===== src/sv/cbt_pkg.sv =====
`timescale 1ns / 1ps
// ----------------------------------------------------------------------------
// cbt_pkg
// Types, constants and helpers shared by the channel blacklist table modules.
// ----------------------------------------------------------------------------
package cbt_pkg;

	localparam int TABLE_ENTRIES = 32;
	localparam int TIME_W        = 48;
	localparam int NODE_W        = 16;
	localparam int CHAN_W        = 5;
	localparam int PERIOD_W      = 16;
	localparam int FUNC_W        = 3;
	localparam int CFG_IDX_W     = 2;
	localparam int CFG_DATA_W    = 16;

	localparam int CH_MIN     = 11;
	localparam int CH_MAX     = 26;
	localparam int SEARCH_CAP = 16;

	localparam logic [FUNC_W-1:0] FUNC_ADD_PRIV = 3'd0;
	localparam logic [FUNC_W-1:0] FUNC_ADD_NBR  = 3'd1;
	localparam logic [FUNC_W-1:0] FUNC_QUERY    = 3'd2;
	localparam logic [FUNC_W-1:0] FUNC_FIND_ALT = 3'd3;
	localparam logic [FUNC_W-1:0] FUNC_EXPIRE   = 3'd4;

	localparam logic [CFG_IDX_W-1:0] CFG_OWN_NODE    = 2'd0;
	localparam logic [CFG_IDX_W-1:0] CFG_SWAP_OFFSET = 2'd1;
	localparam logic [CFG_IDX_W-1:0] CFG_CHAN_COUNT  = 2'd2;

	typedef struct packed {
		logic [FUNC_W-1:0]   func;
		logic [NODE_W-1:0]   node_id;
		logic [CHAN_W-1:0]   channel;
		logic [PERIOD_W-1:0] period;
		logic [TIME_W-1:0]   start_time;
		logic [TIME_W-1:0]   end_time;
		logic [TIME_W-1:0]   now_time;
	} cbt_in_t;

	typedef struct packed {
		logic              blacklisted;
		logic              alt_found;
		logic [CHAN_W-1:0] alt_channel;
		logic              status;
	} cbt_out_t;

	typedef struct packed {
		logic                valid;
		logic                priv;
		logic [NODE_W-1:0]   node;
		logic [CHAN_W-1:0]   channel;
		logic [PERIOD_W-1:0] period;
		logic [TIME_W-1:0]   start_time;
		logic [TIME_W-1:0]   end_time;
	} entry_t;

	typedef struct packed {
		logic load;
		logic exec;
		logic step;
	} cbt_cmd_t;

	typedef struct packed {
		logic search_end;
	} cbt_sts_t;

	typedef enum logic [1:0] {
		ST_IDLE,
		ST_EXEC,
		ST_SEARCH
	} cbt_state_t;

	// One hop of the alternate search, wrapping past the top channel.
	function automatic logic [CHAN_W-1:0] step_channel(input logic [CHAN_W-1:0] cand,
			input logic [CHAN_W-1:0] off);
		logic [CHAN_W:0] sum;
		sum = {1'b0, cand} + {1'b0, off};
		if (sum > (CHAN_W+1)'(CH_MAX)) begin
			sum = sum - (CHAN_W+1)'(CH_MAX + 1 - CH_MIN);
		end
		return sum[CHAN_W-1:0];
	endfunction

endpackage


===== src/sv/cbt_ctrl.sv =====
`timescale 1ns / 1ps
// ----------------------------------------------------------------------------
// cbt_ctrl
// Sequencer that accepts a command and steps the table datapath through it.
// ----------------------------------------------------------------------------
module cbt_ctrl import cbt_pkg::*; (
	input  logic              clk,
	input  logic              arst_n,
	input  logic              start,
	input  logic [FUNC_W-1:0] func,
	input  cbt_sts_t          sts,
	output cbt_cmd_t          cmd,
	output logic              busy
);

	cbt_state_t state_q, state_d;

	always_ff @(posedge clk or negedge arst_n) begin
		if (!arst_n) begin
			state_q <= ST_IDLE;
		end else begin
			state_q <= state_d;
		end
	end

	always_comb begin
		state_d = state_q;
		unique case (state_q)
			ST_IDLE: begin
				if (start) begin
					state_d = (func == FUNC_FIND_ALT) ? ST_SEARCH : ST_EXEC;
				end
			end
			ST_EXEC: begin
				state_d = ST_IDLE;
			end
			ST_SEARCH: begin
				if (sts.search_end) begin
					state_d = ST_IDLE;
				end
			end
			default: begin
				state_d = ST_IDLE;
			end
		endcase
	end

	always_comb begin
		cmd.load = (state_q == ST_IDLE) && start;
		cmd.exec = (state_q == ST_EXEC);
		cmd.step = (state_q == ST_SEARCH);
		busy     = (state_q != ST_IDLE);
	end

endmodule


===== config.mk =====
export PLATFORM = sky130hd
export DESIGN_NAME = cbt_ctrl
export DESIGN_NICKNAME = d
export VERILOG_FILES = /design/src/sv/cbt_pkg.sv /design/src/sv/cbt_ctrl.sv
export SDC_FILE = /design/constraint.sdc
export NUM_CORES = 1
export LEC_CHECK = 0
export BUFFER_PORTS_ARGS = -buffer_cell sky130_fd_sc_hd__clkbuf_2
export CORE_AREA = 4 4 41 43
export DETAILED_ROUTE_END_ITERATION = 16
export DIE_AREA = 0 0 45 47
export GPL_TIMING_DRIVEN = 0
export HOLD_SLACK_MARGIN = 0.08
export PLACE_DENSITY_LB_ADDON = 0.05
export SLEW_MARGIN = 20
export SYNTH_ARGS = -nofsm -noshare
export SYNTH_HDL_FRONTEND = slang
export SYNTH_SLANG_ARGS = --single-unit

===== constraint.sdc =====
create_clock -name clk -period 1.1 [get_ports clk]
set_input_delay 0.22 -clock clk [delete_from_list [all_inputs] [get_ports clk]]
set_output_delay 0.22 -clock clk [all_outputs]
set_load 0.1 [all_outputs]

; Word-level counts from Yosys, hierarchy flattened
; Index checks and enable logic that the tools add are counted.
[op_classes]
eq_ne = 5
shift = 0
order_cmp = 0
bitwise = 0
multipliers = 0
n_reduce_logical = 4
muxes = 4
n_addsub = 0
div_mod_pow = 0
[op_table]
columns = op, count
row1 = $mux W2, 3
row2 = $ne A2 B2 Y1 const B, 2
row3 = $pmux W2 S2, 1
row4 = $eq A3 B2 Y1 const B, 1
row5 = $eq A2 B1 Y1 const B, 1
row6 = $eq A2 B2 Y1 const B, 1
row7 = $logic_not A2 Y1, 1
row8 = $reduce_and A2 Y1, 1
row9 = $reduce_bool A2 Y1, 1
row10 = $logic_and A1 B1 Y1, 1
[totals]
inputBits = 7
latch_bits = 0
reg_bits = 2
ramBits = 0
out_inout_bits = 4
rom_bits = 0
memories = 0

; Logic depth before layout (Yosys ltp)
; Gate-level depths: netlist of run 1.
[logic_depth]
depth_word = 4
depth_mapped = 2
ltp_nobuf = 2

; Worst setup path before layout of run 1
; OpenSTA, ideal clock, no wires.
[synth_path]
path_kind = register -> register
startpoint = register state_q[1]
endpoint = register state_q[1]
stages_incl_launch_ff = 3
required_time_ps = 1023
path_slack_ps = -978
synth_period_minus_slack_ps = 2078
arrival_time_ps = 2001
n_path_buf = 0
path_cell_list = dfrtp_1 nor3b_2 a32o_2
[synth_between]
elab_chain_len = 3
elab_cells_between_ends = 6
classes_between = 3 x eq/ne / 1 x mux / 2 x reduce/logical
[synth_lines]
columns = element, line
row1 = from (decl), cbt_ctrl.sv:16  ; cbt_state_t state_q, state_d;
row2 = from (signal assigned), cbt_ctrl.sv:22  ; state_q <= state_d;
row3 = $eq A2 B2 Y1 or $logic_not A2 Y1 (tied branches), cbt_ctrl.sv:28  ; unique case (state_q)
row4 = $ne A2 B2 Y1 (no source line), n/a
row5 = $reduce_and A2 Y1 (no source line), n/a
; Several ways; a longest one is shown, not always the timed one.
; A chain may end at the register's enable or synchronous reset.

==> results of run 1 <==
[power breakdown]
| part | switching, mW | internal, mW | leakage [nW] |
|---|---|---|---|
| registers | 0.00800 | 0.0799 | 0.0251 |
| logic | 0.121 | 0.0821 | 0.111 |
| clock network | 0.0371 | 0.120 | 0.0138 |
[worst max-delay path: stages, from the launching register on]
cell,delay [ns]
dfrtp_1,0.41
nor3b_4,0.26
clkbuf_16,0.24
[cell usage after synthesis]
cell type  number  area share (%)
nor2b_1         2              11
dfrtp_1         2              44
or2_1           1             5.6
a21boi_1        1             6.7
nor3b_2         1              11
a32o_2          1              10
and2b_2         1             7.8
inv_1           1             3.3
[cells by family (layout without fill, tap and decap cells)]
group / count (synthesis) / in the layout
DFF: 2 / 2
buffers and inverters: 1 / 16
AOI/OAI and AO/OA: 2 / 2
and+or+nand+nor: 5 / 5
[area by class of cell]
cell class                      instances  share of cell area (%)
Timing Repair Buffer                   12                    44.9
Multi-Input combinational cell          7                    23.7
Sequential cell                         2                    16.7
Clock buffer                            3                    7.35
Tap cell                               15                    6.12
Inverter                                1                    1.22
[stage by stage]
step           setup TNS, ns  total power [mW]  instance area (µm²)  std cells
6_report              -0.857             0.448                  307         40
4_1_cts               -0.952             0.456                  302         40
5_1_grt                -1.06             0.477                  307         40
3_3_place_gp          -0.826             0.236                  191         35
2_1_floorplan          -2.10             0.209                  123         10
3_5_place_dp          -0.799             0.236                  191         35
[final timing paths]
check                                start    endpoint
worst max-delay path            state_q[1]      cmd[2]
worst min-delay path               func[1]  state_q[0]
worst max register to register  state_q[1]  state_q[1]
worst min register to register  state_q[0]  state_q[1]
max in group asynchronous           arst_n  state_q[0]
min in group asynchronous           arst_n  state_q[1]
[timing repair]
action                                 in CTS  in global routing
pin swaps                                   1                  1
hold buffers                                1                  0
buffers inserted                            1                  0
endpoints found under the hold margin       2                  0
resized for setup                          12                  2
setup endpoints to repair                   4                  5
[per-layer routing]
layer / up-vias / global-route usage [%] / part of all wire [%]
li1: 65 / - / -
met1: 61 / 4.55 / 33
met2: 6 / 5.65 / 56
met3: 0 / 3.45 / 9.9
met4: 0 / 5.26 / 0
met5: - / 0 / 0
==> summary.txt, run 1 <==
Critical path
  – Flop-to-flop setup slack: 0.06 ns
  – Critical path data required time: 0.88 ns
  – Critical path class: flop to primary output
  – Depth of the most critical reg-to-reg path: 3
  – CP arrival: 1.13 ns
  – Startpoint Class: flop
  – Maximum fanout along the worst path: 4
  – Critical path endpoint category: primary output

Placed design
  – Count of buffers from port buffering: 10
  – GP Congestion: 0.523
  – Worst slack, placed: -0.264 ns

Floorplanning
  – Core region area: 0.00130 mm²
  – X dimension of the die: 45 µm
  – Area enclosed by the die boundary: 0.00212 mm²
  – Vert. Die Dim: 47 µm
  – Number of cell rows: 13
  – Effective utilization at floorplan: 8.65%
  – IO Count: 11

STA
  – Achievable frequency: 0.741 GHz
  – Min setup slack post-route: -0.250 ns
  – Min Clock Period, post-route: 1.35 ns
  – Final clock period utilization by the worst path: 123%
  – Final hold vios: 0
  – Max Slew Vio Count: 0
  – Final setup violation count: 4
  – Unrepaired setup endpoints after global routing: yes
  – Transition time of the tightest slew-check pin: 0.217 ns
  – Setup skew after layout: 0.00112 ns
  – Hold slack final: 0.194 ns
  – Max transition margin: 85.5%

Cells and area
  – Storage cell area: 51.3 µm²
  – Most frequent standard cell in the layout excluding fill and tap cells: clkbuf_2
  – Diode count: 0
  – Final net count: 34
  – Relative area change from synthesis to final layout: 172%
  – Final design utilization: 23.6%
  – Multi-input gate area: 72.6 µm²
  – Regs by FF count: state_q (2)
  – Flip-flop count of the largest register after layout: 2
  – Register containing the most flip-flops in the final layout: state_q
  – Commonest cells after routing, fill and taps aside: 6 x clkbuf_2, 3 x clkbuf_4, 3 x clkbuf_16
  – Fillers: 154
  – Fraction of final layout cells with drive strength greater than 1: 80.0%

Synth
  – Share of synthesized cell area in and, or, nand and nor gates: 35.6%
  – Post-synthesis xor/xnor area fraction: 0%
  – Post-synthesis cell area: 113 µm²
  – Synthesized netlist net count: 17
  – Yosys reg bits: 2
  – Sequential cell area fraction in the yosys report: 44.4%
  – Count of distinct cell types in the synthesized netlist: 8
  – Compound-gate portion of the synthesized area: 16.7%
  – Mapped Cells: 10
  – Synthesis warning total: 0
  – Mean instance size in the synthesized netlist: 11.3 µm²
  – Mux share of post-synthesis cell area: 0%
  – Share of synthesized cell area in full adder, half adder and majority cells: 0%
  – Largest family of logic cells by synthesized area: simple AND/OR/NAND/NOR gates

Pwr
  – PD cells: 1460 mW/mm²
  – Max rail drop VDD: 0.400 mV
  – Static leakage: 0.150 nW

Clock network
  – Root buffer cell: clkbuf_4
  – Register clock-pin slew on the reported worst setup and hold paths: 0.03 ns
  – Clock latency at the later pin of the worst-skew pair: 0.22 ns
  – Clock buffers created by TritonCTS: 3
  – Number of clock sinks: 2
  – Maximum buffer depth of the clock tree: 2
  – Clock tree from TritonCTS: built
  – Depth of the CTS H-tree: 1

GRT
  – Largest net degree at the start of global routing: 5
  – Overall overflow remaining after global route: 0
  – Initial antenna violation count: 0
  – First-pass GRT wire length: 593 µm
  – Total routing usage reported by global routing: 4.58%
  – Vias in the first global route: 142

Detailed routing
  – Wire length per cell: 8.83 µm
  – Count of vias placed by the detailed router: 132
  – Final routed wirelength across all metal layers: 353 µm
  – Ratio of routed vias to standard cells: 3.30
  – DRC errors left: 0
  – Detailed-routing iteration count for the pre-antenna-repair pass: 1
  – Initial drt markers: 0
  – Number of nets with antenna violations after detailed routing: 0

Flow run
  – Number of maximum-capacitance constraint violations: 0

Outcome
  – Run status: finished with violations
  – Violated checks: setup timing

Min path
  – Depth of the worst hold-timing path: 2
  – Worst hold path class: input pin to flop
(Power assumes the default switching activity.)
==> run 2, diff against run 1 <==
--- a/config.mk
+++ b/config.mk
@@ -16,3 +16,4 @@
 export SYNTH_ARGS = -nofsm -noshare
 export SYNTH_HDL_FRONTEND = slang
 export SYNTH_SLANG_ARGS = --single-unit
+export TNS_END_PERCENT = 50
==> constraint.sdc (replaced) <==
create_clock -name clk -period 1.6 [get_ports clk]
set_input_delay 0 -clock clk [delete_from_list [all_inputs] [get_ports clk]]
set_output_delay 0 -clock clk [all_outputs]
set_load 0.1 [all_outputs]
==> run 2 against run 1 <==
The flow now finishes without violations. Critical endpoint unchanged. Final area is 21% lower. Highest routed layer unchanged. Clock skew hardly changed. Sequential cell count stayed put. Setup slack better by 0.48 ns.
==> summary.txt, run 2 (same netlist as run 1, synthesis figures left out) <==
Outcome
  – Run status: complete, no violations

Cells and area
  – Fraction of final layout cells with drive strength greater than 1: 65.4%
  – Flip-flop count of the largest register after layout: 2
  – Final instance area: 243 µm²
  – Relative area change from synthesis to final layout: 116%
  – Diode count: 0
  – Final net count: 35
  – Regs by FF count: state_q (2)
  – Register containing the most flip-flops in the final layout: state_q
  – Most frequent standard cell in the layout excluding fill and tap cells: clkbuf_2
  – Commonest cells after routing, fill and taps aside: 10 x clkbuf_2, 3 x clkbuf_4, 3 x dlygate4sd3_1, 2 x dfrtp_1

Floorplanning
  – IO Count: 11
  – X dimension of the die: 45 µm
  – Core region area: 0.00130 mm²
  – Effective utilization at floorplan: 8.65%
  – Area enclosed by the die boundary: 0.00212 mm²
  – Vert. Die Dim: 47 µm
  – Number of cell rows: 13

GRT
  – Total routing usage reported by global routing: 4.27%
  – Largest net degree at the start of global routing: 5
  – First-pass GRT wire length: 545 µm
  – Initial antenna violation count: 0
  – Overall overflow remaining after global route: 0
  – Vias in the first global route: 131

Critical path
  – Largest stage delay on the critical path: 0.49 ns
  – Critical path class: flop to primary output
  – CP arrival: 1.37 ns
  – Critical path data required time: 1.60 ns
  – Cells along the critical path: nor3b_4 -> clkbuf_2
  – Highest-delay cell along the critical path: clkbuf_2
  – Startpoint Class: flop
  – Critical path endpoint category: primary output
  – Maximum fanout along the worst path: 4

Detailed routing
  – Ratio of routed vias to standard cells: 3.10
  – DRC errors left: 0
  – Number of nets with antenna violations after detailed routing: 0
  – Wire length per cell: 8.56 µm
  – Initial drt markers: 0
  – Final routed wirelength across all metal layers: 351 µm
  – Detailed-routing iteration count for the pre-antenna-repair pass: 1
  – Count of vias placed by the detailed router: 127

STA
  – Final setup violation count: 0
  – Unrepaired setup endpoints after global routing: no
  – Achievable frequency: 0.730 GHz
  – Max Slew Vio Count: 0
  – Setup skew after layout: 0.000890 ns
  – Min Clock Period, post-route: 1.37 ns
  – Final hold vios: 0
  – Final clock period utilization by the worst path: 85.6%
  – Transition time of the tightest slew-check pin: 0.541 ns
  – Max transition margin: 64.1%

Pwr
  – PD cells: 1120 mW/mm²
  – Static leakage: 0.131 nW
  – Max rail drop VDD: 0.244 mV
  – Overall power consumption: 0.273 mW

Placed design
  – Count of buffers from port buffering: 10
  – Cell Area, Placed: 190 µm²
  – GP Congestion: 0.524

Clock network
  – Depth of the CTS H-tree: 1
  – Clock tree from TritonCTS: built
  – Resized Gates After CTS: 0
  – Maximum buffer depth of the clock tree: 2
  – Number of clock sinks: 2
  – Root buffer cell: clkbuf_4
  – Register clock-pin slew on the reported worst setup and hold paths: 0.03 ns
  – Clock latency at the later pin of the worst-skew pair: 0.22 ns
  – Clock buffers created by TritonCTS: 3

Min path
  – Worst hold path class: input pin to flop

Flow run
  – Number of maximum-capacitance constraint violations: 0
[run 2: final cells by class]
cell class / instances / area [µm²]
fillers: 159 / 1060
repair buffers: 13 / 80.1
multi-input cells: 7 / 67.6
well taps: 15 / 18.8
flip-flops and latches: 2 / 50.0
clock buffers: 3 / 22.5
inverters: 1 / 3.75
[run 2: metrics by stage]
| step | instances | utilization (%) | hold slack, ns | worst slack (ns) | TNS, ns |
|---|---|---|---|---|---|
| 6_report | 41 | 18.7 | 0.0920 | 0.230 | 0 |
| 5_1_grt | 41 | 18.7 | 0.0962 | 0.172 | 0 |
| 4_1_cts | 41 | 18.7 | 0.0912 | 0.212 | 0 |
| 3_5_place_dp | 35 | 14.6 | -0.212 | 0.452 | 0 |
| 3_3_place_gp | 35 | 14.6 | -0.214 | 0.451 | 0 |
| 2_1_floorplan | 10 | - | -0.296 | -0.0606 | -0.0632 |
[run 2: critical path, delay by kind of cell (launching register included)]
| kind | cells | cell delay [ns] |
|---|---|---|
| buf+inv | 1 | 0.49 |
| flops | 1 | 0.41 |
| simple gates | 1 | 0.25 |
[run 2: repair_timing]
| action | in CTS | in global routing |
|---|---|---|
| buffers inserted | 0 | 0 |
| endpoints found under the hold margin | 4 | 0 |
| hold buffers | 3 | 0 |
[run 2: path summary, 6_finish.rpt]
kind,start,to,slack [ns],cells past startpoint
max,state_q[1],cmd[2],0.23,2
min,func[2],state_q[0],0.09,3
max reg2reg,state_q[1],state_q[0],0.67,2
min reg2reg,state_q[1],state_q[0],0.64,2
max in group asynchronous,arst_n,state_q[0],1.40,2
min in group asynchronous,arst_n,state_q[1],0.10,2
[run 2: layer usage]
| layer | GRT usage [%] | vias up | wire length, µm |
|---|---|---|---|
| met4 | 5.26 | 0 | 0 |
| met3 | 3.83 | 0 | 46 |
| li1 | - | 67 | - |
| met1 | 3.64 | 54 | 116 |
| met5 | 0 | - | 0 |
| met2 | 5.37 | 6 | 188 |
[run 2: where the power goes]
| group | total, mW | internal, mW | switching (mW) |
|---|---|---|---|
| clock network | 0.108 | 0.0825 | 0.0254 |
| registers | 0.0597 | 0.0545 | 0.00525 |
| logic | 0.105 | 0.0261 | 0.0792 |
==> run 3, diff against run 2 <==
==> constraint.sdc (replaced) <==
create_clock -name clk -period 1.6 [get_ports clk]
set_input_delay 0.24 -clock clk [delete_from_list [all_inputs] [get_ports clk]]
set_output_delay 0.24 -clock clk [all_outputs]
set_load 0.1 [all_outputs]
==> run 3 against run 2 <==
Final area decreased by 7.2%. Sequential cell count unchanged. Clock-buffer cell count unchanged. Die area unchanged. Sequential power about the same. Register-to-register slack about the same. Non-clock buffer count decreased by 2. Hold slack improved by 0.13 ns.
==> summary.txt, run 3 (same netlist as run 1, synthesis figures left out) <==
Pwr
  – Static leakage: 0.123 nW
  – PD cells: 1200 mW/mm²
  – Overall power consumption: 0.270 mW
  – Max rail drop VDD: 0.244 mV

Placed design
  – Count of buffers from port buffering: 10
  – GP Congestion: 0.524
  – Worst slack, placed: 0.212 ns
  – Placed Cells incl. Taps: 35

Cells and area
  – Commonest cells after routing, fill and taps aside: 9 x clkbuf_2, 4 x clkbuf_4, 2 x dfrtp_1
  – Diode count: 0
  – Fraction of final layout cells with drive strength greater than 1: 70.8%
  – Flip-flop count of the largest register after layout: 2
  – Regs by FF count: state_q (2)
  – Most frequent standard cell in the layout excluding fill and tap cells: clkbuf_2
  – Relative area change from synthesis to final layout: 100%
  – Final net count: 33
  – Register containing the most flip-flops in the final layout: state_q
  – Post-Layout Cell Count: 39

STA
  – Unrepaired setup endpoints after global routing: no
  – Min setup slack post-route: 0.0675 ns
  – Setup skew after layout: 0.000890 ns
  – Final sum of negative setup slack: 0 ns
  – Final hold vios: 0
  – Transition time of the tightest slew-check pin: 0.541 ns
  – Min Clock Period, post-route: 1.53 ns
  – Achievable frequency: 0.653 GHz
  – Max Slew Vio Count: 0
  – Final clock period utilization by the worst path: 95.8%
  – Final setup violation count: 0
  – Max transition margin: 64.1%
  – Hold slack final: 0.223 ns

Detailed routing
  – Count of vias placed by the detailed router: 121
  – Wire length per cell: 8.79 µm
  – DRC errors left: 0
  – Number of nets with antenna violations after detailed routing: 0
  – Initial drt markers: 0
  – Detailed-routing iteration count for the pre-antenna-repair pass: 1
  – Final routed wirelength across all metal layers: 343 µm
  – Ratio of routed vias to standard cells: 3.10

Floorplanning
  – Area enclosed by the die boundary: 0.00212 mm²
  – Effective utilization at floorplan: 8.65%
  – X dimension of the die: 45 µm
  – Vert. Die Dim: 47 µm
  – IO Count: 11
  – Number of cell rows: 13
  – Core region area: 0.00130 mm²

Min path
  – Worst hold path class: input pin to flop

GRT
  – Largest net degree at the start of global routing: 5
  – Total routing usage reported by global routing: 4.27%
  – Overall overflow remaining after global route: 0
  – First-pass GRT wire length: 545 µm
  – Vias in the first global route: 134
  – Initial antenna violation count: 0

Clock network
  – Register clock-pin slew on the reported worst setup and hold paths: 0.03 ns
  – Maximum buffer depth of the clock tree: 2
  – Number of clock sinks: 2
  – Root buffer cell: clkbuf_4
  – Clock tree from TritonCTS: built
  – Depth of the CTS H-tree: 1
  – Clock latency at the later pin of the worst-skew pair: 0.22 ns
  – Post-CTS repair timing setup buffer count: 0
  – Clock buffers created by TritonCTS: 3

Outcome
  – Run status: complete, no violations

Critical path
  – Startpoint Class: flop
  – Critical path data required time: 1.36 ns
  – Critical path class: flop to primary output
  – CP arrival: 1.29 ns
  – Critical path endpoint category: primary output
  – Maximum fanout along the worst path: 4

Flow run
  – Number of maximum-capacitance constraint violations: 0
run 3: worst max-delay path, stage by stage (launching register included):
cell and delay (ns):
dfrtp_1 0.41, and2b_2 0.22, clkbuf_2 0.44
run 3: cell type report:
class,instances,area (µm²)
flip-flops and latches,2,50.0
fillers,161,1080
clock buffers,3,22.5
multi-input cells,7,67.6
well taps,15,18.8
repair buffers,11,62.6
inverters,1,3.75
run 3: path summary, 6_finish.rpt:
kind                       slack, ns  depth (start not counted)          to  startpoint
min in group asynchronous       0.34                          2  state_q[1]      arst_n
max in group asynchronous       1.16                          2  state_q[0]      arst_n
max reg2reg                     0.68                          2  state_q[0]  state_q[1]
min                             0.22                          2  state_q[0]     func[1]
max                             0.07                          2      cmd[1]  state_q[1]
min reg2reg                     0.64                          2  state_q[0]  state_q[1]
run 3: through the flow:
| stage | instance area, µm² | util, % |
|---|---|---|
| 6_report | 225 | 17.3 |
| 3_3_place_gp | 190 | 14.6 |
| 4_1_cts | 225 | 17.3 |
| 5_1_grt | 225 | 17.3 |
| 3_5_place_dp | 190 | 14.6 |
| 2_1_floorplan | 121 | - |
run 3: layer usage:
metal | track usage (%) | vias up | wire (µm) | part of all wire, %
li1 | - | 63 | - | -
met3 | 3.83 | 0 | 42 | 12
met1 | 3.64 | 52 | 115 | 34
met5 | 0 | - | 0 | 0
met2 | 5.37 | 6 | 184 | 54
met4 | 5.26 | 0 | 0 | 0
run 3: timing repair:
action                                 CTS  global route
resized for setup                        1             0
hold buffers                             1             0
setup endpoints to repair                1             0
endpoints found under the hold margin    2             0
run 3: power breakdown:
group          total [mW]  leakage, nW  internal, mW  switching (mW)
Combinational       0.103       0.0828        0.0241          0.0786
Sequential         0.0597       0.0264        0.0545         0.00525
Clock               0.108       0.0138        0.0825          0.0254
Total               0.270        0.123         0.161           0.109
